==> src/hw/rtl/lpsb_pkg.sv <==
package lpsb_pkg;

    // field widths
    localparam int ANGLE_W   = 16;
    localparam int DIST_W    = 16;
    localparam int INTEN_W   = 8;
    localparam int RBIN_W    = 9;
    localparam int OBIN_W    = 9;
    localparam int CFG_W     = 16;
    localparam int CFG_IDX_W = 2;

    // angular binning
    localparam int NUM_BINS  = 460;
    localparam int TURN_CDEG = 36000;
    localparam int HALF_TURN = TURN_CDEG / 2;
    localparam int BIN_W     = $clog2(NUM_BINS);

    // bin = floor((angle * NUM_BINS + HALF_TURN) / TURN_CDEG) by reciprocal multiply
    localparam longint X_MAX = longint'(65535) * NUM_BINS + HALF_TURN;
    localparam int     X_W   = $clog2(X_MAX + 1);
    localparam int     DIV_W = $clog2(TURN_CDEG);
    localparam int     SHIFT = X_W + DIV_W;
    localparam longint MAGIC = ((longint'(1) << SHIFT) + TURN_CDEG - 1) / TURN_CDEG;
    localparam int     M_W   = $clog2(MAGIC + 1);
    localparam int     P_W   = X_W + M_W;
    localparam longint Q_MAX = X_MAX / TURN_CDEG;
    localparam int     Q_W   = $clog2(Q_MAX + 1);

    // written-flag bitmap: rows of 32 bins, one row-valid flop per row
    localparam int LANE_W  = 5;
    localparam int ROW_W   = 1 << LANE_W;
    localparam int ROWS    = (NUM_BINS + ROW_W - 1) / ROW_W;
    localparam int ROW_AW  = (ROWS > 1) ? $clog2(ROWS) : 1;
    localparam int VA_W    = ROW_AW + 1;
    localparam int V_DEPTH = 1 << VA_W;
    localparam int V_HALF  = V_DEPTH / 2;

    // range / intensity store, both banks
    localparam int D_DEPTH = 2 * NUM_BINS;
    localparam int DA_W    = $clog2(D_DEPTH);
    localparam int DD_W    = DIST_W + INTEN_W;

    // result queue
    localparam int FIFO_DEPTH = 8;
    localparam int FIFO_AW    = $clog2(FIFO_DEPTH);
    localparam int FIFO_CW    = $clog2(FIFO_DEPTH + 1);

    typedef enum logic [CFG_IDX_W-1:0] {
        CFG_MIN_RANGE = 2'd0,
        CFG_MAX_RANGE = 2'd1,
        CFG_WRAP_DROP = 2'd2
    } t_cfg_idx;

    typedef struct packed {
        logic [DIST_W-1:0]  min_range_mm;
        logic [DIST_W-1:0]  max_range_mm;
        logic [ANGLE_W-1:0] wrap_drop;
    } t_cfg;

    typedef struct packed {
        logic               mode;
        logic [ANGLE_W-1:0] angle_cdeg;
        logic [DIST_W-1:0]  distance_mm;
        logic [INTEN_W-1:0] intensity;
        logic               packet_end;
        logic [RBIN_W-1:0]  read_bin;
    } t_item;

    typedef struct packed {
        logic               revolution_done;
        logic [OBIN_W-1:0]  bin_index;
        logic               point_kept;
        logic [DIST_W-1:0]  range_mm;
        logic [INTEN_W-1:0] bin_intensity;
        logic               bin_valid;
    } t_res;

    function automatic logic [ROW_AW-1:0] row_of(input logic [BIN_W-1:0] b);
        return ROW_AW'(32'(b) >> LANE_W);
    endfunction

    function automatic logic [LANE_W-1:0] lane_of(input logic [BIN_W-1:0] b);
        return LANE_W'(32'(b));
    endfunction

endpackage

==> src/hw/rtl/lpsb_bin_map.sv <==
module lpsb_bin_map (
    input  logic                   i_clk,
    input  logic                   i_rst_n,
    input  logic                   i_valid,
    input  lpsb_pkg::t_item        i_item,
    output logic                   o_valid,
    output lpsb_pkg::t_item        o_item,
    output logic [lpsb_pkg::Q_W-1:0] o_q,
    output logic [1:0]             o_fill
);
    import lpsb_pkg::*;

    logic           r_s1_valid;
    t_item          r_s1_item;
    logic [X_W-1:0] r_s1_x;
    logic           r_s2_valid;
    t_item          r_s2_item;
    logic [Q_W-1:0] r_s2_q;
    logic [P_W-1:0] n_prod;

    always_comb begin
        n_prod = P_W'(r_s1_x) * P_W'(MAGIC);
    end

    always_ff @(posedge i_clk) begin
        if (!i_rst_n) begin
            r_s1_valid <= 1'b0;
            r_s2_valid <= 1'b0;
        end else begin
            r_s1_valid <= i_valid;
            r_s2_valid <= r_s1_valid;
        end
    end

    always_ff @(posedge i_clk) begin
        r_s1_item <= i_item;
        r_s1_x    <= X_W'(i_item.angle_cdeg) * X_W'(NUM_BINS) + X_W'(HALF_TURN);
        r_s2_item <= r_s1_item;
        r_s2_q    <= Q_W'(n_prod >> SHIFT);
    end

    assign o_valid = r_s2_valid;
    assign o_item  = r_s2_item;
    assign o_q     = r_s2_q;
    assign o_fill  = {1'b0, r_s1_valid} + {1'b0, r_s2_valid};

endmodule

==> config.mk <==
export PLATFORM = sky130hd
export DESIGN_NAME = lpsb_bin_map
export DESIGN_NICKNAME = d
export VERILOG_FILES = /design/src/hw/rtl/lpsb_pkg.sv /design/src/hw/rtl/lpsb_bin_map.sv
export SDC_FILE = /design/constraint.sdc
export NUM_CORES = 1
export LEC_CHECK = 0
export BUFFER_PORTS_ARGS = -buffer_cell sky130_fd_sc_hd__buf_2
export CORE_UTILIZATION = 60
export CTS_BUF_LIST = sky130_fd_sc_hd__clkbuf_16
export DETAILED_ROUTE_END_ITERATION = 8
export GPL_TIMING_DRIVEN = 0
export PLACE_DENSITY = 0.8
export SYNTH_ARGS = -nofsm -noshare
export SYNTH_HDL_FRONTEND = slang
export SYNTH_SLANG_ARGS = --single-unit
==> constraint.sdc <==
create_clock -name i_clk -period 15.9 [get_ports i_clk]
set_clock_uncertainty 0.05 [all_clocks]
set_input_delay 1.59 -clock i_clk [delete_from_list [all_inputs] [get_ports i_clk]]
set_output_delay 1.59 -clock i_clk [all_outputs]
set_load 0.01 [all_outputs]
==> results.cfg, run 1 <==
[status]
outcome = complete, no violations

[synthesis]
ys_top_cells_by_area = ha_1 (28%), fa_1 (27%), dfxtp_1 (21%)
synthCells = 1154
yosys_warnings = 0
synth_top_area_frac = 0.280
synth-main-ff-cell = dfxtp_1
synth_top_area_cell = ha_1
syn-cell-area_um2 = 13000
ys_seq_area_frac = 0.209
synth_edf_count = 0
synth_nets = 1677
ys_types = 71
avgSynthCellArea_um2 = 11.3
synth_seq_cells = 136
async_flop_share = 0

[clock_tree]
cts_made_buffers = 17
path_clk_slew_ps = 70
cts_tree = built
cts.path.max_buffers = 2
clock_latency_ps = 420
cts_root_buf = clkbuf_16
cts_hold_buf = 0
cts.sinks = 136
h-tree-depth = 4
cts_setup_buffers = 0
cts_resized = 0

[floorplan]
dieArea_um2 = 22300
ios = 118
start_util = 0.617
die_y_um = 149
coreArea_um2 = 21200
num_rows = 53
die_x_um = 149

[timing]
finalMaxSlewViolations = 0
setup_viol = 0
slew_headroom = 0.194
hold-worst-slack_ps = 267
max_freq_mhz = 128
min_period_ps = 7810
rsz0062_at_grt = no
worstMarginPinSlew_ps = 1180
fin_crit_sh = 0.491
fin_setup_tns_ps = 0
hold_viol = 0

[global_route]
grt_usage = 0.256
grt_antenna_before_repair = 0
use_met3 = 0.0393
grt_pass1_vias = 9318
grt_pass1_wl_um = 44400
top_usage_layer = met2
use_met2 = 0.462
grt_max_degree = 17
grt_use_met1 = 0.310
gr-total-overflow = 0

[worst_hold_path]
min_path_type = reg -> reg
hold_start = r_s1_item[12]
hold_path_end = o_item[12]
hold_depth = 0

[worst_setup_path]
cpMaxStageDelayCell = a2111oi_0
crit_required_ps = 16190
rrSetupSlack_ps = 8090
r2r_end = o_q[9]
crit_chain = inv_1 -> fa_1 -> inv_1 -> fa_1 -> fa_1 -> fa_1 -> inv_1 -> fa_1 -> inv_1 -> fa_1 -> inv_1 -> fa_1 -> inv_1 -> ha_1 -> a21o_1 -> a21o_1 -> nand2_1 -> nand2_1 -> a2111oi_0 -> nand4_1 -> a31o_2 -> a21oi_1 -> xnor2_1
r2r_cells = 23
cp_max_fo = 10
crit_path_start = r_s1_x[6]
cp-end-kind = register
cpPeakStageDelay_ps = 1010
start_kind = register
cp_common_cell = fa_1
critPathKind = reg -> reg
arrival_ps = 8110
r2r-start = r_s1_x[6]

[detailed_routing]
drt_pass1_iterations = 5
vias = 8783
final_antenna_net_count = 0
avgRoutedWirePerCell_um = 16.9
initialDrtViolationCount = 419
viasPerCell = 5.57
drc = 0
drt_wl_total_um = 26600

[placed_design]
dp_hpwl_um = 21000
dp.cells = 1546
gp_congestion = 0.853
port_buffers = 117

[run]
drv_cap = 0

[finish]
syn2layout_area_growth_pct = 11.7
layout.nets = 1813
final_layout_size_suffix_gt1_frac = 0.136
layout_commonest_cell = ha_1
stdcell_count = 1578
final_cell_mix = ha_1 (292), inv_1 (189), fa_1 (177), dfxtp_1 (136), buf_2 (118)
n_antenna_cell = 0
n_fill_cell = 1506
[through the flow]
stage	worst slack [ps]	util	area, um^2
final	8090	0.689	14600
after global routing	7800	0.689	14600
after CTS	8240	0.689	14600
after detailed placement	8370	0.661	14000
after global placement	8440	0.661	14000
after floorplan	9490	-	13000
[critical path, delay by kind of cell (launching register included)]
family,cells,cell delay [ps]
flip-flops,1,720
AO/OA/AOI/OAI,5,1890
adder cells (fa/ha/maj),8,3900
buffers and inverters,6,580
AND/OR/NAND/NOR,3,450
XOR/XNOR,1,130
[logic make-up (layout without fill, tap and decap cells)]
| kind of cell | count (synthesis) | after routing | share of synthesized area |
|---|---|---|---|
| XOR/XNOR | 48 | 48 | 0.0362 |
| adder cells (fa/ha/maj) | 469 | 469 | 0.552 |
| AND/OR/NAND/NOR | 146 | 146 | 0.0600 |
| AO/OA/AOI/OAI | 165 | 165 | 0.0886 |
| buffers and inverters | 190 | 339 | 0.0548 |
| flip-flops | 136 | 136 | 0.209 |
[layout make-up]
cell class | count | area, um^2 | area share
tap | 275 | 344 | 0.0236
timing repair buffer | 117 | 586 | 0.0402
sequential | 136 | 2720 | 0.187
clock inverter | 15 | 166 | 0.0114
buffer | 2 | 8.76 | 0.000601
inverter | 188 | 706 | 0.0484
clock buffer | 17 | 425 | 0.0292
multi-input combinational | 828 | 9610 | 0.660
[metal layers]
metal	wire length (um)	vias up	part of all wire
met1	10700	4380	0.40
met4	637	0	0.024
li1	-	4161	-
met3	1020	44	0.038
met5	0	-	0
met2	14200	198	0.53
[cells in the mapped netlist, drive strengths merged, types with 3 or more instances]
cell type  count
a221oi         4
nand4         16
nor3          10
a31oi          3
o211ai         5
o21a           4
and2           5
ha           292
a211oi         7
nand2         33
nor2b          9
fa           177
a21oi         44
xnor2         28
nor2          33
dfxtp        136
o21ai         29
and3           4
nand3         12
a21o          38
o221ai         3
nand2b        11
xor2          19
and4           3
inv          188
[how the worst max path moves through the flow]
stage,cells past startpoint,endpoint,slack [ps]
final,23,o_q[9],8090
after global routing,23,o_q[9],7800
after detailed placement,23,o_q[9],8370
after CTS,23,o_q[9],8240
after floorplan,23,o_q[9],9490
after global placement,23,o_q[9],8440
[state kept, by name (all words and copies together) (netlist names)]
name	flops
r_s1_valid	1
r_s1_x	22
o_valid	1
r_s1_item	51
o_q	10
o_item	51
Power of run 1 is left out: the tool's default activity adds up to more than one toggle a clock period on the data nets, which glitch-free logic cannot reach.
==> run 2, diff against run 1 <==
--- a/config.mk
+++ b/config.mk
@@ -6,11 +6,11 @@
 export NUM_CORES = 1
 export LEC_CHECK = 0
 export BUFFER_PORTS_ARGS = -buffer_cell sky130_fd_sc_hd__buf_2
-export CORE_UTILIZATION = 60
+export CORE_UTILIZATION = 56
 export CTS_BUF_LIST = sky130_fd_sc_hd__clkbuf_16
 export DETAILED_ROUTE_END_ITERATION = 8
 export GPL_TIMING_DRIVEN = 0
-export PLACE_DENSITY = 0.8
+export PLACE_DENSITY = 0.79
 export SYNTH_ARGS = -nofsm -noshare
 export SYNTH_HDL_FRONTEND = slang
 export SYNTH_SLANG_ARGS = --single-unit
==> constraint.sdc (replaced) <==
create_clock -name i_clk -period 6.87 [get_ports i_clk]
set_clock_uncertainty 0.05 [all_clocks]
set_input_delay 0.687 -clock i_clk [delete_from_list [all_inputs] [get_ports i_clk]]
set_output_delay 0.687 -clock i_clk [all_outputs]
set_load 0.01 [all_outputs]
==> results.cfg, run 2 (same netlist as run 1, synthesis figures left out) <==
[timing]
setup_viol = 0
fin_ws_ps = 270
worstMarginPinSlew_ps = 808
max_freq_mhz = 152
fin_setup_tns_ps = 0
slew_headroom = 0.461
finalMaxSlewViolations = 0
fin_crit_sh = 0.961
hold_viol = 0
min_period_ps = 6600

[worst_hold_path]
min_path_type = reg -> reg

[detailed_routing]
vias = 8748
final_antenna_net_count = 0
drc = 0
drt_wl_total_um = 26200
viasPerCell = 5.48
drt_pass1_iterations = 4
initialDrtViolationCount = 355
avgRoutedWirePerCell_um = 16.4

[clock_tree]
cts.sinks = 136
path_clk_slew_ps = 70
cts_made_buffers = 17
clock_latency_ps = 420
h-tree-depth = 4
cts_hold_buf = 0
cts_tree = built
cts_root_buf = clkbuf_16
cts.path.max_buffers = 2

[finish]
syn2layout_area_growth_pct = 12.5
n_antenna_cell = 0
layout.nets = 1821
final_layout_size_suffix_gt1_frac = 0.150
final_cell_mix = ha_1 (292), inv_1 (187), fa_1 (177), dfxtp_1 (129), buf_2 (118)
layout_commonest_cell = ha_1

[worst_setup_path]
cp_max_fo = 10
cpMaxStageDelayCell = fa_1
start_kind = register
cpPeakStageDelay_ps = 580
crit_required_ps = 7170
path_buf_inv = 2
cp_top_family = adder cells
crit_chain = fa_1 -> fa_1 -> fa_1 -> fa_1 -> inv_1 -> fa_1 -> fa_1 -> fa_1 -> inv_1 -> ha_1 -> a21oi_1 -> nor4bb_4 -> o211ai_1 -> o21ai_2 -> a41oi_2 -> or3_1 -> a31oi_1 -> xnor2_1
cp-end-kind = register
arrival_ps = 6900
critPathKind = reg -> reg
cp_common_cell = fa_1
rrSetupSlack_ps = 270

[floorplan]
num_rows = 55
coreArea_um2 = 22700
die_x_um = 155
start_util = 0.574
die_y_um = 155
dieArea_um2 = 23900
ios = 118

[global_route]
grt_antenna_before_repair = 0
grt_usage = 0.231
grt_max_degree = 17
grt_pass1_vias = 9227
gr-total-overflow = 0
grt_pass1_wl_um = 43700

[placed_design]
dp_hpwl_um = 20900
port_buffers = 117
gp_congestion = 0.833
dp_slack_ps = -606

[run]
drv_cap = 0

[status]
outcome = complete, no violations
[run 2: cell types whose count changed in the layout (fill, tap and decap cells not counted), moves of 3 or more]
cell and change:
inv_8 +3, dfxtp_1 -7, buf_4 +8, dfxtp_4 +5
[run 2: area by class of cell]
class | count | area, um^2
Clock inverter | 15 | 133
Inverter | 188 | 709
Fill cell | 1743 | 8040
Sequential cell | 136 | 2740
Clock buffer | 17 | 425
Buffer | 2 | 8.76
Timing Repair Buffer | 125 | 646
Tap cell | 285 | 357
Multi-Input combinational cell | 828 | 9650
[run 2: metrics by stage]
| stage | util | hold WS (ps) | cell area [um^2] | instances |
|---|---|---|---|---|
| 2_1_floorplan | - | 260 | 13000 | 1154 |
| 3_3_place_gp | 0.616 | 260 | 14000 | 1556 |
| 3_5_place_dp | 0.616 | 262 | 14000 | 1556 |
| 4_1_cts | 0.641 | 269 | 14600 | 1588 |
| 5_1_grt | 0.646 | 277 | 14700 | 1596 |
| 6_report | 0.646 | 268 | 14700 | 1596 |
[run 2: what timing repair did]
action / CTS / global route
resized for setup: 9 / 11
setup endpoints to repair: 7 / 5
buffers inserted: 0 / 8
pin swaps: 0 / 1
[run 2: metal layers]
layer	vias to the layer above	global-route usage	share of wire
li1	4190	-	-
met5	-	0	0
met3	44	0.0238	0.025
met4	0	0.0698	0.021
met1	4365	0.287	0.42
met2	149	0.421	0.53
[run 2: final timing paths]
| path | startpoint | end | depth (start not counted) |
|---|---|---|---|
| setup / recovery | r_s1_x[3] | o_q[6] | 18 |
| hold / removal | r_s1_item[3] | o_item[3] | 0 |
| setup reg to reg | r_s1_x[3] | o_q[6] | 18 |
| hold reg to reg | r_s1_item[3] | o_item[3] | 0 |
Power of run 2 is left out for the same reason.
==> run 3, diff against run 2 <==
--- a/config.mk
+++ b/config.mk
@@ -6,11 +6,11 @@
 export NUM_CORES = 1
 export LEC_CHECK = 0
 export BUFFER_PORTS_ARGS = -buffer_cell sky130_fd_sc_hd__buf_2
-export CORE_UTILIZATION = 56
+export CORE_UTILIZATION = 60
 export CTS_BUF_LIST = sky130_fd_sc_hd__clkbuf_16
 export DETAILED_ROUTE_END_ITERATION = 8
 export GPL_TIMING_DRIVEN = 0
-export PLACE_DENSITY = 0.79
+export PLACE_DENSITY = 0.8
 export SYNTH_ARGS = -nofsm -noshare
 export SYNTH_HDL_FRONTEND = slang
 export SYNTH_SLANG_ARGS = --single-unit
==> constraint.sdc (replaced) <==
create_clock -name i_clk -period 7.71 [get_ports i_clk]
set_clock_uncertainty 0.05 [all_clocks]
set_input_delay 0.771 -clock i_clk [delete_from_list [all_inputs] [get_ports i_clk]]
set_output_delay 0.771 -clock i_clk [all_outputs]
set_load 0.01 [all_outputs]
==> results.cfg, run 3 (same netlist as run 1, synthesis figures left out) <==
[floorplan]
dieArea_um2 = 22300
ios = 118
num_rows = 53
coreArea_um2 = 21200
die_x_um = 149
start_util = 0.617
die_y_um = 149

[global_route]
gr-total-overflow = 0
grt_max_degree = 17
grt_pass1_vias = 9318
grt_usage = 0.256
grt_pass1_wl_um = 44400
grt_antenna_before_repair = 0

[finish]
syn2layout_area_growth_pct = 11.7
final_layout_size_suffix_gt1_frac = 0.137
seq_area_um2 = 2720
layout_commonest_cell = ha_1
final_cell_mix = ha_1 (292), inv_1 (189), fa_1 (177), dfxtp_1 (135), buf_2 (118)
n_fill_cell = 1505
n_antenna_cell = 0
fin_area_um2 = 14600
multiInputGateArea_um2 = 9610
layout.nets = 1813

[worst_hold_path]
hold_depth = 0
min_path_type = reg -> reg
hold_start = r_s1_item[12]
hold_path_end = o_item[12]

[timing]
min_period_ps = 7250
slew_headroom = 0.438
fin_ws_ps = 457
max_freq_mhz = 138
rsz0062_at_grt = no
fin_crit_sh = 0.941
worstMarginPinSlew_ps = 843
finalMaxSlewViolations = 0
hold_viol = 0
fin_setup_tns_ps = 0
setup_viol = 0

[worst_setup_path]
r2r_cells = 23
arrival_ps = 7550
r2r-start = r_s1_x[4]
cp-end-kind = register
crit_required_ps = 8000
start_kind = register
cp_max_fo = 10
rrSetupSlack_ps = 460
critPathKind = reg -> reg
r2r_end = o_q[9]

[detailed_routing]
viasPerCell = 5.56
initialDrtViolationCount = 399
drt_pass1_iterations = 5
drt_wl_total_um = 26600
avgRoutedWirePerCell_um = 16.9
drc = 0
final_antenna_net_count = 0
vias = 8780

[clock_tree]
cts.sinks = 136
clock_latency_ps = 420
cts_root_buf = clkbuf_16
path_clk_slew_ps = 70
h-tree-depth = 4
cts_resized = 0
cts_hold_buf = 0
cts_setup_buffers = 0
cts.path.max_buffers = 2
cts_tree = built
cts_made_buffers = 17

[run]
drv_cap = 0

[placed_design]
placed_cell_area_um2 = 14000
dp_slack_ps = 176
dp_hpwl_um = 21000
gp_congestion = 0.853
port_buffers = 117

[status]
outcome = complete, no violations
run 3: how the worst max path moves through the flow:
stage / startpoint / to / slack (ps)
floorplan: r_s1_x[6] / o_q[9] / 1300
global placement: r_s1_x[6] / o_q[9] / 250
detailed placement: r_s1_x[6] / o_q[9] / 180
CTS: r_s1_x[6] / o_q[9] / 50
global route: r_s1_x[4] / o_q[9] / 150
finish: r_s1_x[4] / o_q[9] / 460
run 3: metrics by stage:
step / instances / hold WS (ps) / utilization
4_1_cts: 1578 / 270 / 0.689
5_1_grt: 1578 / 277 / 0.689
3_5_place_dp: 1546 / 262 / 0.661
2_1_floorplan: 1154 / 260 / -
6_report: 1578 / 267 / 0.689
3_3_place_gp: 1546 / 259 / 0.661
run 3: metal layers:
layer  wire [um]  GRT usage
met4         632     0.0847
met3         991     0.0393
met5           0          0
met2       14300      0.462
met1       10700      0.310
run 3: layout make-up:
type                       count  area share
multi-input combinational    828       0.660
sequential                   136       0.187
inverter                     188      0.0484
timing repair buffer         117      0.0402
clock buffer                  17      0.0292
tap                          275      0.0236
clock inverter                15      0.0114
buffer                         2    0.000601
run 3: critical path, cell delays in order (launching register included):
cell and delay, ps:
dfxtp_1 720, inv_1 220, fa_1 590, inv_1 60, fa_1 520, fa_1 440, fa_1 520, inv_1 60
fa_1 540, inv_1 70, fa_1 540, inv_1 60, fa_1 550, inv_1 50, ha_1 230, a21o_1 160
a21o_1 180, nand2_1 80, nand2_1 70, a2111oi_2 540, nand4_1 270, a31o_2 320, a21oi_1 190, xnor2_1 130
Power of run 3 is left out for the same reason.
