[src/hw/rtl/lpsb_pkg.sv]
package lpsb_pkg;

    // field widths
    localparam int ANGLE_W   = 16;
    localparam int DIST_W    = 16;
    localparam int INTEN_W   = 8;
    localparam int RBIN_W    = 9;
    localparam int OBIN_W    = 9;
    localparam int CFG_W     = 16;
    localparam int CFG_IDX_W = 2;

    // angular binning
    localparam int NUM_BINS  = 460;
    localparam int TURN_CDEG = 36000;
    localparam int HALF_TURN = TURN_CDEG / 2;
    localparam int BIN_W     = $clog2(NUM_BINS);

    // bin = floor((angle * NUM_BINS + HALF_TURN) / TURN_CDEG) by reciprocal multiply
    localparam longint X_MAX = longint'(65535) * NUM_BINS + HALF_TURN;
    localparam int     X_W   = $clog2(X_MAX + 1);
    localparam int     DIV_W = $clog2(TURN_CDEG);
    localparam int     SHIFT = X_W + DIV_W;
    localparam longint MAGIC = ((longint'(1) << SHIFT) + TURN_CDEG - 1) / TURN_CDEG;
    localparam int     M_W   = $clog2(MAGIC + 1);
    localparam int     P_W   = X_W + M_W;
    localparam longint Q_MAX = X_MAX / TURN_CDEG;
    localparam int     Q_W   = $clog2(Q_MAX + 1);

    // written-flag bitmap: rows of 32 bins, one row-valid flop per row
    localparam int LANE_W  = 5;
    localparam int ROW_W   = 1 << LANE_W;
    localparam int ROWS    = (NUM_BINS + ROW_W - 1) / ROW_W;
    localparam int ROW_AW  = (ROWS > 1) ? $clog2(ROWS) : 1;
    localparam int VA_W    = ROW_AW + 1;
    localparam int V_DEPTH = 1 << VA_W;
    localparam int V_HALF  = V_DEPTH / 2;

    // range / intensity store, both banks
    localparam int D_DEPTH = 2 * NUM_BINS;
    localparam int DA_W    = $clog2(D_DEPTH);
    localparam int DD_W    = DIST_W + INTEN_W;

    // result queue
    localparam int FIFO_DEPTH = 8;
    localparam int FIFO_AW    = $clog2(FIFO_DEPTH);
    localparam int FIFO_CW    = $clog2(FIFO_DEPTH + 1);

    typedef enum logic [CFG_IDX_W-1:0] {
        CFG_MIN_RANGE = 2'd0,
        CFG_MAX_RANGE = 2'd1,
        CFG_WRAP_DROP = 2'd2
    } t_cfg_idx;

    typedef struct packed {
        logic [DIST_W-1:0]  min_range_mm;
        logic [DIST_W-1:0]  max_range_mm;
        logic [ANGLE_W-1:0] wrap_drop;
    } t_cfg;

    typedef struct packed {
        logic               mode;
        logic [ANGLE_W-1:0] angle_cdeg;
        logic [DIST_W-1:0]  distance_mm;
        logic [INTEN_W-1:0] intensity;
        logic               packet_end;
        logic [RBIN_W-1:0]  read_bin;
    } t_item;

    typedef struct packed {
        logic               revolution_done;
        logic [OBIN_W-1:0]  bin_index;
        logic               point_kept;
        logic [DIST_W-1:0]  range_mm;
        logic [INTEN_W-1:0] bin_intensity;
        logic               bin_valid;
    } t_res;

    function automatic logic [ROW_AW-1:0] row_of(input logic [BIN_W-1:0] b);
        return ROW_AW'(32'(b) >> LANE_W);
    endfunction

    function automatic logic [LANE_W-1:0] lane_of(input logic [BIN_W-1:0] b);
        return LANE_W'(32'(b));
    endfunction

endpackage

[src/hw/rtl/lpsb_out_fifo.sv]
module lpsb_out_fifo (
    input  logic                         i_clk,
    input  logic                         i_rst_n,
    input  logic                         i_push,
    input  lpsb_pkg::t_res               i_res,
    input  logic                         i_stall,
    output logic                         o_valid,
    output lpsb_pkg::t_res               o_res,
    output logic [lpsb_pkg::FIFO_CW-1:0] o_count
);
    import lpsb_pkg::*;

    t_res               r_mem [FIFO_DEPTH];
    logic [FIFO_AW-1:0] r_wp;
    logic [FIFO_AW-1:0] r_rp;
    logic [FIFO_CW-1:0] r_cnt;
    logic               pop;

    assign o_valid = (r_cnt != '0);
    assign o_res   = r_mem[r_rp];
    assign o_count = r_cnt;
    assign pop     = o_valid && !i_stall;

    always_ff @(posedge i_clk) begin
        if (!i_rst_n) begin
            r_wp  <= '0;
            r_rp  <= '0;
            r_cnt <= '0;
        end else begin
            if (i_push) begin
                r_wp <= r_wp + FIFO_AW'(1);
            end
            if (pop) begin
                r_rp <= r_rp + FIFO_AW'(1);
            end
            if (i_push && !pop) begin
                r_cnt <= r_cnt + FIFO_CW'(1);
            end else if (pop && !i_push) begin
                r_cnt <= r_cnt - FIFO_CW'(1);
            end
        end
    end

    always_ff @(posedge i_clk) begin
        if (i_push) begin
            r_mem[r_wp] <= i_res;
        end
    end

endmodule

[config.mk]
export PLATFORM = sky130hd
export DESIGN_NAME = lpsb_out_fifo
export DESIGN_NICKNAME = d
export VERILOG_FILES = /design/src/hw/rtl/lpsb_pkg.sv /design/src/hw/rtl/lpsb_out_fifo.sv
export SDC_FILE = /design/constraint.sdc
export NUM_CORES = 1
export LEC_CHECK = 0
export ABC_CLOCK_PERIOD_IN_PS = 3900
export BUFFER_PORTS_ARGS = -buffer_cell sky130_fd_sc_hd__buf_2
export CORE_MARGIN = 2
export CORE_UTILIZATION = 60
export CTS_BUF_LIST = sky130_fd_sc_hd__clkbuf_2 sky130_fd_sc_hd__clkbuf_4 sky130_fd_sc_hd__clkbuf_8
export DETAILED_ROUTE_END_ITERATION = 10
export GPL_TIMING_DRIVEN = 0
export PLACE_DENSITY = 0.79
export RECOVER_POWER = 25
export REMOVE_ABC_BUFFERS = 1
export SLEW_MARGIN = 0
export SYNTH_ARGS = -nofsm -noshare
export SYNTH_HDL_FRONTEND = slang
export SYNTH_SLANG_ARGS = --single-unit
[constraint.sdc]
create_clock -name i_clk -period 3.9 [get_ports i_clk]
set_input_delay 0 -clock i_clk [delete_from_list [all_inputs] [get_ports i_clk]]
set_output_delay 0 -clock i_clk [all_outputs]
set_load 0.02 [all_outputs]
==> report_table.html, run 1 <==
<table>
<tr><th>Metric</th><th>Value</th></tr>
<tr><th colspan="2">Outcome</th></tr>
<tr><td>Result of the run</td><td>finished, final reports clean</td></tr>
<tr><th colspan="2">Global route</th></tr>
<tr><td>Number of global-route vias before repair</td><td>5683</td></tr>
<tr><td>Total grt overflow</td><td>0</td></tr>
<tr><td>Wire length of the first global-routing pass</td><td>31.7 mm</td></tr>
<tr><td>Pin count of the biggest net entering global routing</td><td>64</td></tr>
<tr><td>Initial antenna violation count</td><td>0</td></tr>
<tr><td>Total GRT Usage</td><td>0.210</td></tr>
<tr><th colspan="2">Routing</th></tr>
<tr><td>Initial drt markers</td><td>391</td></tr>
<tr><td>Remaining design rule violation count</td><td>0</td></tr>
<tr><td>Detail Route Antenna Nets</td><td>0</td></tr>
<tr><td>Drt via density</td><td>5.70</td></tr>
<tr><td>Final routed wirelength across all metal layers</td><td>21.0 mm</td></tr>
<tr><td>DR vias</td><td>5404</td></tr>
<tr><td>Drt first pass iters</td><td>4</td></tr>
<tr><td>Drt wl/cell</td><td>22.1 µm</td></tr>
<tr><th colspan="2">Floorplan</th></tr>
<tr><td>Core box area</td><td>19300 µm²</td></tr>
<tr><td>Die Area</td><td>20700 µm²</td></tr>
<tr><td>Starting density of the core</td><td>0.606</td></tr>
<tr><td>Width of the chip</td><td>144 µm</td></tr>
<tr><td>Cell row count</td><td>51</td></tr>
<tr><td>Number of top-level design ports</td><td>81</td></tr>
<tr><td>Vertical die dimension</td><td>144 µm</td></tr>
<tr><th colspan="2">Setup path</th></tr>
<tr><td>Launch point of the worst reg-to-reg path</td><td>o_count[1]$_SDFFE_PN0P_</td></tr>
<tr><td>Critical path launch point type</td><td>flop</td></tr>
<tr><td>CP max FO</td><td>38</td></tr>
<tr><td>Kind of capture point of the worst setup path</td><td>output pin</td></tr>
<tr><td>Setup Crit Path Kind</td><td>reg -&gt; out</td></tr>
<tr><td>CP arrival</td><td>2.71 ns</td></tr>
<tr><td>Crit path required time</td><td>3.90 ns</td></tr>
<tr><th colspan="2">Cells and area</th></tr>
<tr><td>Relative area change from synthesis to final layout</td><td>18.7%</td></tr>
<tr><td>Total inserted antenna cells</td><td>0</td></tr>
<tr><td>Number of nets in the finished design</td><td>695</td></tr>
<tr><td>Ratio of cells with drive above 1 in the final layout</td><td>0.278</td></tr>
<tr><th colspan="2">Logic synthesis</th></tr>
<tr><td>Share of the yosys chip area belonging to registers</td><td>0.760</td></tr>
<tr><td>Leading area contributor after synthesis</td><td>sky130_fd_sc_hd__edfxtp_1</td></tr>
<tr><td>Avg Synthesized Cell Area</td><td>24.1 µm²</td></tr>
<tr><td>Mux cell area share after synthesis</td><td>0.198</td></tr>
<tr><td>Fraction of post-synthesis cell area in the top cell type by area</td><td>0.738</td></tr>
<tr><td>Top cells by area, synth</td><td>sky130_fd_sc_hd__edfxtp_1 (74%), sky130_fd_sc_hd__mux4_1 (16%), sky130_fd_sc_hd__mux2_2 (3.5%)</td></tr>
<tr><td>Simple-gate share of the synthesized area</td><td>0.0139</td></tr>
<tr><td>Synthesized-area fraction occupied by xor and xnor cells</td><td>0.00448</td></tr>
<tr><td>Yosys warning total</td><td>0</td></tr>
<tr><td>Mapped Cells</td><td>487</td></tr>
<tr><td>Post-synthesis sequential element count</td><td>301</td></tr>
<tr><td>Largest family of logic cells by synthesized area</td><td>multiplexers</td></tr>
<tr><td>Adder and majority cell fraction of the synthesized area</td><td>0.00704</td></tr>
<tr><td>Area fraction in compound gates after synthesis</td><td>0.00309</td></tr>
<tr><td>Count of unique library cells instantiated by Yosys</td><td>28</td></tr>
<tr><td>Mapped cell area</td><td>11700 µm²</td></tr>
<tr><th colspan="2">STA</th></tr>
<tr><td>Clock skew after layout</td><td>0.0220 ns</td></tr>
<tr><td>Final Cycle Share</td><td>0.696</td></tr>
<tr><td>Unrepaired setup endpoints after global routing</td><td>false</td></tr>
<tr><td>Final period demand of the worst path</td><td>2.71 ns</td></tr>
<tr><td>Maximum clock rate</td><td>368 MHz</td></tr>
<tr><td>Worst Hold Margin</td><td>0.267 ns</td></tr>
<tr><td>Worst slew slack as a fraction of its limit</td><td>0.469</td></tr>
<tr><td>Final setup viols</td><td>0</td></tr>
<tr><td>Number of hold violations in the final report</td><td>0</td></tr>
<tr><td>Slew Limit Fails</td><td>0</td></tr>
<tr><td>Slew @ Worst Pin</td><td>0.792 ns</td></tr>
<tr><th colspan="2">Hold path</th></tr>
<tr><td>Path type of the worst min-delay path</td><td>in -&gt; reg</td></tr>
<tr><td>Hold path start</td><td>i_res[32]</td></tr>
<tr><th colspan="2">Place</th></tr>
<tr><td>Buffers on Ports</td><td>80</td></tr>
<tr><td>Half-perimeter wire length after detailed placement</td><td>12.3 mm</td></tr>
<tr><td>Routability congestion estimate</td><td>0.714</td></tr>
<tr><th colspan="2">Power and ir drop</th></tr>
<tr><td>Net switching power of the design</td><td>2100 µW</td></tr>
<tr><td>Leakage power total</td><td>0.00467 µW</td></tr>
<tr><td>Maximum vdd ir drop</td><td>0.466 mV</td></tr>
<tr><td>Share of total power in the clock network</td><td>0.310</td></tr>
<tr><td>Design internal power</td><td>5920 µW</td></tr>
<tr><td>Sw frac</td><td>0.262</td></tr>
<tr><td>Pwr Density</td><td>576 nW/µm²</td></tr>
<tr><td>Share of power burned in registers</td><td>0.476</td></tr>
<tr><td>Power, Total</td><td>8020 µW</td></tr>
<tr><td>Part of the total power dissipated in combinational logic</td><td>0.214</td></tr>
<tr><th colspan="2">Clock tree</th></tr>
<tr><td>Maximum root-to-sink buffer count</td><td>3</td></tr>
<tr><td>Reg clk slew, reported paths</td><td>0.06 ns</td></tr>
<tr><td>CTS root buffer</td><td>sky130_fd_sc_hd__clkbuf_8</td></tr>
<tr><td>TritonCTS buffer count</td><td>46</td></tr>
<tr><td>Clock latency on the worst-skew pair</td><td>0.56 ns</td></tr>
<tr><td>Sink Count</td><td>301</td></tr>
<tr><td>H-Tree Level Count</td><td>2</td></tr>
<tr><td>Setup Buffers After CTS</td><td>0</td></tr>
<tr><td>CTS tree</td><td>yes</td></tr>
<tr><th colspan="2">Job</th></tr>
<tr><td>Max_cap viols</td><td>0</td></tr>
</table>
-- timing repair --
item	in CTS	in global routing
hold buffers	39	0
endpoints found under the hold margin	301	0
resized for setup	0	0
-- routing by layer --
| metal | vias to the layer above | global-route usage | share of wire |
|---|---|---|---|
| met5 | - | 0 | 0 |
| met4 | 0 | 0.0552 | 0.015 |
| met3 | 32 | 0.0483 | 0.052 |
| met2 | 140 | 0.349 | 0.51 |
| met1 | 2786 | 0.287 | 0.43 |
| li1 | 2446 | - | - |
-- synth_stat cells --
library cell,instances
sky130_fd_sc_hd__a31oi_1,1
sky130_fd_sc_hd__a21boi_0,1
sky130_fd_sc_hd__xnor2_1,3
sky130_fd_sc_hd__dfxtp_1,13
sky130_fd_sc_hd__clkbuf_2,2
sky130_fd_sc_hd__edfxtp_1,288
sky130_fd_sc_hd__mux2i_1,3
sky130_fd_sc_hd__nand3_1,1
sky130_fd_sc_hd__nor4_1,1
sky130_fd_sc_hd__a21oi_1,1
sky130_fd_sc_hd__and2_1,7
sky130_fd_sc_hd__mux4_1,72
sky130_fd_sc_hd__buf_6,8
sky130_fd_sc_hd__nand2b_1,4
sky130_fd_sc_hd__nand2_1,6
sky130_fd_sc_hd__ha_1,5
sky130_fd_sc_hd__inv_1,3
sky130_fd_sc_hd__clkbuf_1,5
sky130_fd_sc_hd__mux2_2,36
sky130_fd_sc_hd__fa_1,1
sky130_fd_sc_hd__o21ai_0,2
sky130_fd_sc_hd__nor3_1,2
sky130_fd_sc_hd__xor2_1,3
sky130_fd_sc_hd__nor2_1,8
sky130_fd_sc_hd__nor3b_1,1
sky130_fd_sc_hd__buf_1,7
sky130_fd_sc_hd__a211oi_1,1
sky130_fd_sc_hd__nor2b_1,2
-- worst max-delay path, stage by stage (launching register included) --
cell	delay, ns
sky130_fd_sc_hd__dfxtp_4	0.74
sky130_fd_sc_hd__buf_16	0.32
sky130_fd_sc_hd__mux4_1	0.61
sky130_fd_sc_hd__mux2_2	0.30
sky130_fd_sc_hd__buf_2	0.16
-- placed cells by master (no fill, tap or decap), types with 3 or more instances in the layout --
| cell | count |
|---|---|
| sky130_fd_sc_hd__edfxtp_1 | 288 |
| sky130_fd_sc_hd__buf_6 | 5 |
| sky130_fd_sc_hd__buf_12 | 7 |
| sky130_fd_sc_hd__dlygate4sd3_1 | 39 |
| sky130_fd_sc_hd__nand2b_1 | 4 |
| sky130_fd_sc_hd__xnor2_1 | 3 |
| sky130_fd_sc_hd__inv_1 | 3 |
| sky130_fd_sc_hd__buf_2 | 56 |
| sky130_fd_sc_hd__nor2_4 | 6 |
| sky130_fd_sc_hd__xor2_1 | 3 |
| sky130_fd_sc_hd__clkbuf_4 | 13 |
| sky130_fd_sc_hd__nand2_1 | 6 |
| sky130_fd_sc_hd__clkbuf_1 | 24 |
| sky130_fd_sc_hd__dfxtp_1 | 10 |
| sky130_fd_sc_hd__mux4_1 | 72 |
| sky130_fd_sc_hd__clkbuf_8 | 49 |
| sky130_fd_sc_hd__mux2i_1 | 3 |
| sky130_fd_sc_hd__clkinv_1 | 12 |
| sky130_fd_sc_hd__mux2_2 | 36 |
| sky130_fd_sc_hd__and2_1 | 7 |
| sky130_fd_sc_hd__clkinv_2 | 4 |
| sky130_fd_sc_hd__buf_8 | 3 |
| sky130_fd_sc_hd__ha_1 | 5 |
-- cell type report --
type | count | area (µm²)
Sequential cell | 301 | 8920
Fill cell | 1117 | 5410
Multi-Input combinational cell | 161 | 2720
Timing Repair Buffer | 136 | 1060
Clock buffer | 62 | 772
Tap cell | 265 | 332
Clock inverter | 20 | 119
Inverter | 3 | 11.3
-- power by group through the flow --
stage	clock network [µW]	logic (µW)	registers, µW
after global placement	0	1520	4030
after detailed placement	0	1710	3880
after floorplan	0	1130	3940
after global routing	2670	1840	3830
final	2480	1720	3810
after CTS	2530	1740	3820
-- cells by family after synthesis --
kind of cell / Yosys count
AND/OR/NAND/NOR: 32
adder cells (fa/ha/maj): 6
flip-flops: 301
AO/OA/AOI/OAI: 6
XOR/XNOR: 6
buffers and inverters: 25
multiplexers: 111
-- path summary, 6_finish.rpt --
check	endpoint	slack, ns	cells after the start
worst max-delay path	o_res[15]	1.19	4
worst min-delay path	r_mem[0][32]$_DFFE_PP_	0.27	2
worst max register to register	o_count[3]$_SDFFE_PN0P_	1.25	10
worst min register to register	o_count[3]$_SDFFE_PN0P_	0.50	2
-- metrics by stage --
stage	cell area [µm²]	setup TNS [ns]	instances	utilization	setup WS, ns
detailed placement	12700	0	827	0.655	1.34
global route	13900	0	948	0.720	1.06
finish	13900	0	948	0.720	1.19
floorplan	11600	0	465	-	0.456
global placement	12300	-195.35	810	0.637	-2.07
CTS	14000	0	948	0.722	1.15
-- state kept, by name, summed over array words and instances, names as in the netlist, named ones only --
name	cells
o_count	4
r_rp	3
r_mem	288
r_wp	3
(Power assumes the default switching activity.)
==> run 2, diff against run 1 <==
--- a/config.mk
+++ b/config.mk
@@ -5,14 +5,14 @@
 export SDC_FILE = /design/constraint.sdc
 export NUM_CORES = 1
 export LEC_CHECK = 0
-export ABC_CLOCK_PERIOD_IN_PS = 3900
+export ABC_CLOCK_PERIOD_IN_PS = 2300
 export BUFFER_PORTS_ARGS = -buffer_cell sky130_fd_sc_hd__buf_2
 export CORE_MARGIN = 2
-export CORE_UTILIZATION = 60
+export CORE_UTILIZATION = 56
 export CTS_BUF_LIST = sky130_fd_sc_hd__clkbuf_2 sky130_fd_sc_hd__clkbuf_4 sky130_fd_sc_hd__clkbuf_8
 export DETAILED_ROUTE_END_ITERATION = 10
 export GPL_TIMING_DRIVEN = 0
-export PLACE_DENSITY = 0.79
+export PLACE_DENSITY = 0.78
 export RECOVER_POWER = 25
 export REMOVE_ABC_BUFFERS = 1
 export SLEW_MARGIN = 0
==> constraint.sdc (replaced) <==
create_clock -name i_clk -period 2.3 [get_ports i_clk]
set_input_delay 0 -clock i_clk [delete_from_list [all_inputs] [get_ports i_clk]]
set_output_delay 0 -clock i_clk [all_outputs]
set_load 0.02 [all_outputs]
==> run 2 against run 1 <==
  * Cell count up 1.7%
  * Via count rose by 5.0%
  * Combinational power increased by 97%
  * Die area is 6.9% higher
  * Clock power increased by 82%
  * Critical path depth is the same
  * Utilization down 2.5 points
  * Sequential cell count stayed put
==> report_table.html, run 2 (same netlist as run 1, synthesis figures left out) <==
<table>
<tr><th>Metric</th><th>Value</th></tr>
<tr><th colspan="2">Outcome</th></tr>
<tr><td>Result of the run</td><td>finished, final reports clean</td></tr>
<tr><th colspan="2">Place</th></tr>
<tr><td>Pre-CTS setup slack</td><td>-0.284 ns (-1.62 ns)</td></tr>
<tr><td>Placed cell areas</td><td>12700 µm² (about the same)</td></tr>
<tr><td>Routability congestion estimate</td><td>0.694 (-2.8%)</td></tr>
<tr><td>Buffers on Ports</td><td>80 (unchanged)</td></tr>
<tr><td>Half-perimeter wire length after detailed placement</td><td>13.4 mm (+8.4%)</td></tr>
<tr><th colspan="2">Hold path</th></tr>
<tr><td>Number of instances on the worst hold path</td><td>2 (unchanged)</td></tr>
<tr><td>Path type of the worst min-delay path</td><td>in -&gt; reg</td></tr>
<tr><th colspan="2">Floorplan</th></tr>
<tr><td>Width of the chip</td><td>149 µm (+3.4%)</td></tr>
<tr><td>Core box area</td><td>20400 µm² (+5.3%)</td></tr>
<tr><td>Die Area</td><td>22100 µm² (+6.9%)</td></tr>
<tr><td>Vertical die dimension</td><td>149 µm (+3.4%)</td></tr>
<tr><td>Starting density of the core</td><td>0.576 (-0.0307)</td></tr>
<tr><td>Number of top-level design ports</td><td>81 (unchanged)</td></tr>
<tr><td>Cell row count</td><td>52 (+2.0%)</td></tr>
<tr><th colspan="2">Power and ir drop</th></tr>
<tr><td>Maximum vdd ir drop</td><td>0.877 mV (+88%)</td></tr>
<tr><td>Share of power burned in registers</td><td>0.447 (-0.029)</td></tr>
<tr><td>Part of the total power dissipated in combinational logic</td><td>0.238 (+0.024)</td></tr>
<tr><td>Design internal power</td><td>10500 µW (+77%)</td></tr>
<tr><td>Net switching power of the design</td><td>3800 µW (+81%)</td></tr>
<tr><td>Pwr Density</td><td>1010 nW/µm² (+75%)</td></tr>
<tr><td>Share of total power in the clock network</td><td>0.316 (+0.006)</td></tr>
<tr><td>Sw frac</td><td>0.266 (+0.00382)</td></tr>
<tr><td>Leakage power total</td><td>0.00477 µW (+2.1%)</td></tr>
<tr><th colspan="2">Setup path</th></tr>
<tr><td>CP arrival</td><td>2.26 ns (-0.45 ns)</td></tr>
<tr><td>Kind of capture point of the worst setup path</td><td>output pin</td></tr>
<tr><td>R2R setup slack</td><td>0.12 ns (-1.13 ns)</td></tr>
<tr><td>Crit path required time</td><td>2.30 ns (-1.60 ns)</td></tr>
<tr><td>CP max FO</td><td>25 (-34%)</td></tr>
<tr><td>Setup Crit Path Kind</td><td>reg -&gt; out</td></tr>
<tr><td>Cell depth of the worst flop-to-flop path</td><td>10 (unchanged)</td></tr>
<tr><td>Critical path launch point type</td><td>flop</td></tr>
<tr><th colspan="2">Cells and area</th></tr>
<tr><td>Register ranked first by flip-flop count</td><td>r_mem</td></tr>
<tr><td>Final standard cell utilization of the core</td><td>0.695 (-0.0255)</td></tr>
<tr><td>Total inserted antenna cells</td><td>0 (unchanged)</td></tr>
<tr><td>Relative area change from synthesis to final layout</td><td>20.6%</td></tr>
<tr><td>Most common cell after layout, fill and taps aside</td><td>sky130_fd_sc_hd__edfxtp_1</td></tr>
<tr><td>Commonest cells after routing, fill and taps aside</td><td>sky130_fd_sc_hd__edfxtp_1 (288), sky130_fd_sc_hd__mux4_1 (68), sky130_fd_sc_hd__buf_2 (55)</td></tr>
<tr><td>Number of nets in the finished design</td><td>702 (+1.0%)</td></tr>
<tr><td>Flip-flop count of the largest register after layout</td><td>288 (unchanged)</td></tr>
<tr><td>Ratio of cells with drive above 1 in the final layout</td><td>0.303 (+0.0244)</td></tr>
<tr><td>Design Area, Final</td><td>14100 µm² (+1.6%)</td></tr>
<tr><th colspan="2">STA</th></tr>
<tr><td>Worst Slack Setup Final</td><td>0.0437 ns (-1.14 ns)</td></tr>
<tr><td>Worst slew slack as a fraction of its limit</td><td>0.360 (-0.109)</td></tr>
<tr><td>Slew Limit Fails</td><td>0 (unchanged)</td></tr>
<tr><td>Final period demand of the worst path</td><td>2.26 ns</td></tr>
<tr><td>Clock skew after layout</td><td>0.0111 ns (-0.0109 ns)</td></tr>
<tr><td>Final Cycle Share</td><td>0.981</td></tr>
<tr><td>Final setup viols</td><td>0 (unchanged)</td></tr>
<tr><td>Number of hold violations in the final report</td><td>0 (unchanged)</td></tr>
<tr><td>Slew @ Worst Pin</td><td>0.957 ns (+0.165 ns)</td></tr>
<tr><td>Unrepaired setup endpoints after global routing</td><td>true</td></tr>
<tr><td>Maximum clock rate</td><td>443 MHz</td></tr>
<tr><th colspan="2">Clock tree</th></tr>
<tr><td>TritonCTS buffer count</td><td>46 (unchanged)</td></tr>
<tr><td>Sink Count</td><td>301 (unchanged)</td></tr>
<tr><td>Reg clk slew, reported paths</td><td>0.07 ns (about the same)</td></tr>
<tr><td>CTS tree</td><td>yes</td></tr>
<tr><td>H-Tree Level Count</td><td>2 (unchanged)</td></tr>
<tr><td>Clock latency on the worst-skew pair</td><td>0.54 ns (-0.02 ns)</td></tr>
<tr><td>CTS root buffer</td><td>sky130_fd_sc_hd__clkbuf_8</td></tr>
<tr><td>Maximum root-to-sink buffer count</td><td>3 (unchanged)</td></tr>
<tr><th colspan="2">Global route</th></tr>
<tr><td>Initial antenna violation count</td><td>0 (unchanged)</td></tr>
<tr><td>Global Route met2 Usage</td><td>0.388 (+0.0388)</td></tr>
<tr><td>Total GRT Usage</td><td>0.222 (+0.0116)</td></tr>
<tr><td>Pin count of the biggest net entering global routing</td><td>37 (-42%)</td></tr>
<tr><td>Wire length of the first global-routing pass</td><td>35.4 mm (+12%)</td></tr>
<tr><td>Total grt overflow</td><td>0 (unchanged)</td></tr>
<tr><td>GRT met1 Usage</td><td>0.286 (-0.00105)</td></tr>
<tr><td>Number of global-route vias before repair</td><td>6199 (+9.1%)</td></tr>
<tr><td>Met3 GRT Util</td><td>0.0439 (-0.00445)</td></tr>
<tr><td>Layer carrying the most global-route usage</td><td>met2</td></tr>
<tr><th colspan="2">Routing</th></tr>
<tr><td>Drt wl/cell</td><td>24.9 µm (+12%)</td></tr>
<tr><td>Drt first pass iters</td><td>5 (+1)</td></tr>
<tr><td>DR vias</td><td>5673 (+5.0%)</td></tr>
<tr><td>Drt via density</td><td>5.88 (+3.2%)</td></tr>
<tr><td>Detail Route Antenna Nets</td><td>0 (unchanged)</td></tr>
<tr><td>Final routed wirelength across all metal layers</td><td>24.0 mm (+14%)</td></tr>
<tr><td>Remaining design rule violation count</td><td>0 (unchanged)</td></tr>
<tr><td>Initial drt markers</td><td>484 (+24%)</td></tr>
<tr><th colspan="2">Job</th></tr>
<tr><td>Max_cap viols</td><td>0 (unchanged)</td></tr>
</table>
[run 2: cell count changes in the layout (fill, tap and decap cells not counted), moves of 2 or more]
cell                         previous run  this run
sky130_fd_sc_hd__buf_12                 7         9
sky130_fd_sc_hd__buf_4                  0         3
sky130_fd_sc_hd__bufinv_16              1         3
sky130_fd_sc_hd__clkbuf_4              13        10
sky130_fd_sc_hd__clkbuf_8              49        51
sky130_fd_sc_hd__clkinv_2               4        10
sky130_fd_sc_hd__clkinvlp_4             2         0
sky130_fd_sc_hd__mux4_1                72        68
sky130_fd_sc_hd__mux4_2                 0         4
[run 2: what timing repair did]
action,4_1_cts,5_1_grt
setup buffers,6,1
resized for setup,7,7
gates cloned,1,1
pin swaps,0,1
hold buffers,39,0
endpoints found under the setup margin,39,27
hold endpoints to repair,301,0
[run 2: final cells by class]
| type | instances | area (µm²) |
|---|---|---|
| clock inverter | 25 | 185 |
| sequential | 301 | 8920 |
| clock buffer | 61 | 777 |
| fill | 1209 | 6220 |
| inverter | 3 | 11.3 |
| multi-input combinational | 161 | 2740 |
| timing repair buffer | 143 | 1180 |
| tap | 270 | 338 |
[run 2: final timing paths]
path	from	end
min	i_res[29]	r_mem[5][29]$_DFFE_PP_
min reg2reg	o_count[3]$_SDFFE_PN0P_	o_count[3]$_SDFFE_PN0P_
max	flop	o_res[11]
max reg2reg	o_count[2]$_SDFFE_PN0P_	o_count[3]$_SDFFE_PN0P_
[run 2: worst max-delay path, cell delays in order, from the launching register on]
cell and delay (ns):
sky130_fd_sc_hd__dfxtp_4 0.40, sky130_fd_sc_hd__buf_16 0.22, sky130_fd_sc_hd__mux4_1 0.60, sky130_fd_sc_hd__mux2_2 0.30, sky130_fd_sc_hd__buf_2 0.16
[run 2: per-stage QoR]
stage                     setup TNS, ns  total power, µW  instances  hold WS (ns)
after floorplan                 -148.43             8600        465        0.0989
after global placement          -733.81             9040        815         0.253
after detailed placement         -0.423             9490        831         0.268
after CTS                        -0.106            14300        963         0.232
after global routing            -0.0866            14800        964         0.300
final                                 0            14300        964         0.284
[run 2: layer usage]
layer	part of all wire	wire length [µm]	vias up
met4	0.017	397	0
li1	-	-	2461
met2	0.53	12600	228
met3	0.058	1400	35
met5	0	0	-
met1	0.40	9570	2949
[run 2: power by group through the flow]
stage | clock network (µW) | registers [µW] | logic, µW
6_report | 4510 | 6380 | 3390
3_3_place_gp | 0 | 6750 | 2280
3_5_place_dp | 0 | 6640 | 2850
2_1_floorplan | 0 | 6690 | 1910
4_1_cts | 4580 | 6380 | 3370
5_1_grt | 4820 | 6400 | 3610
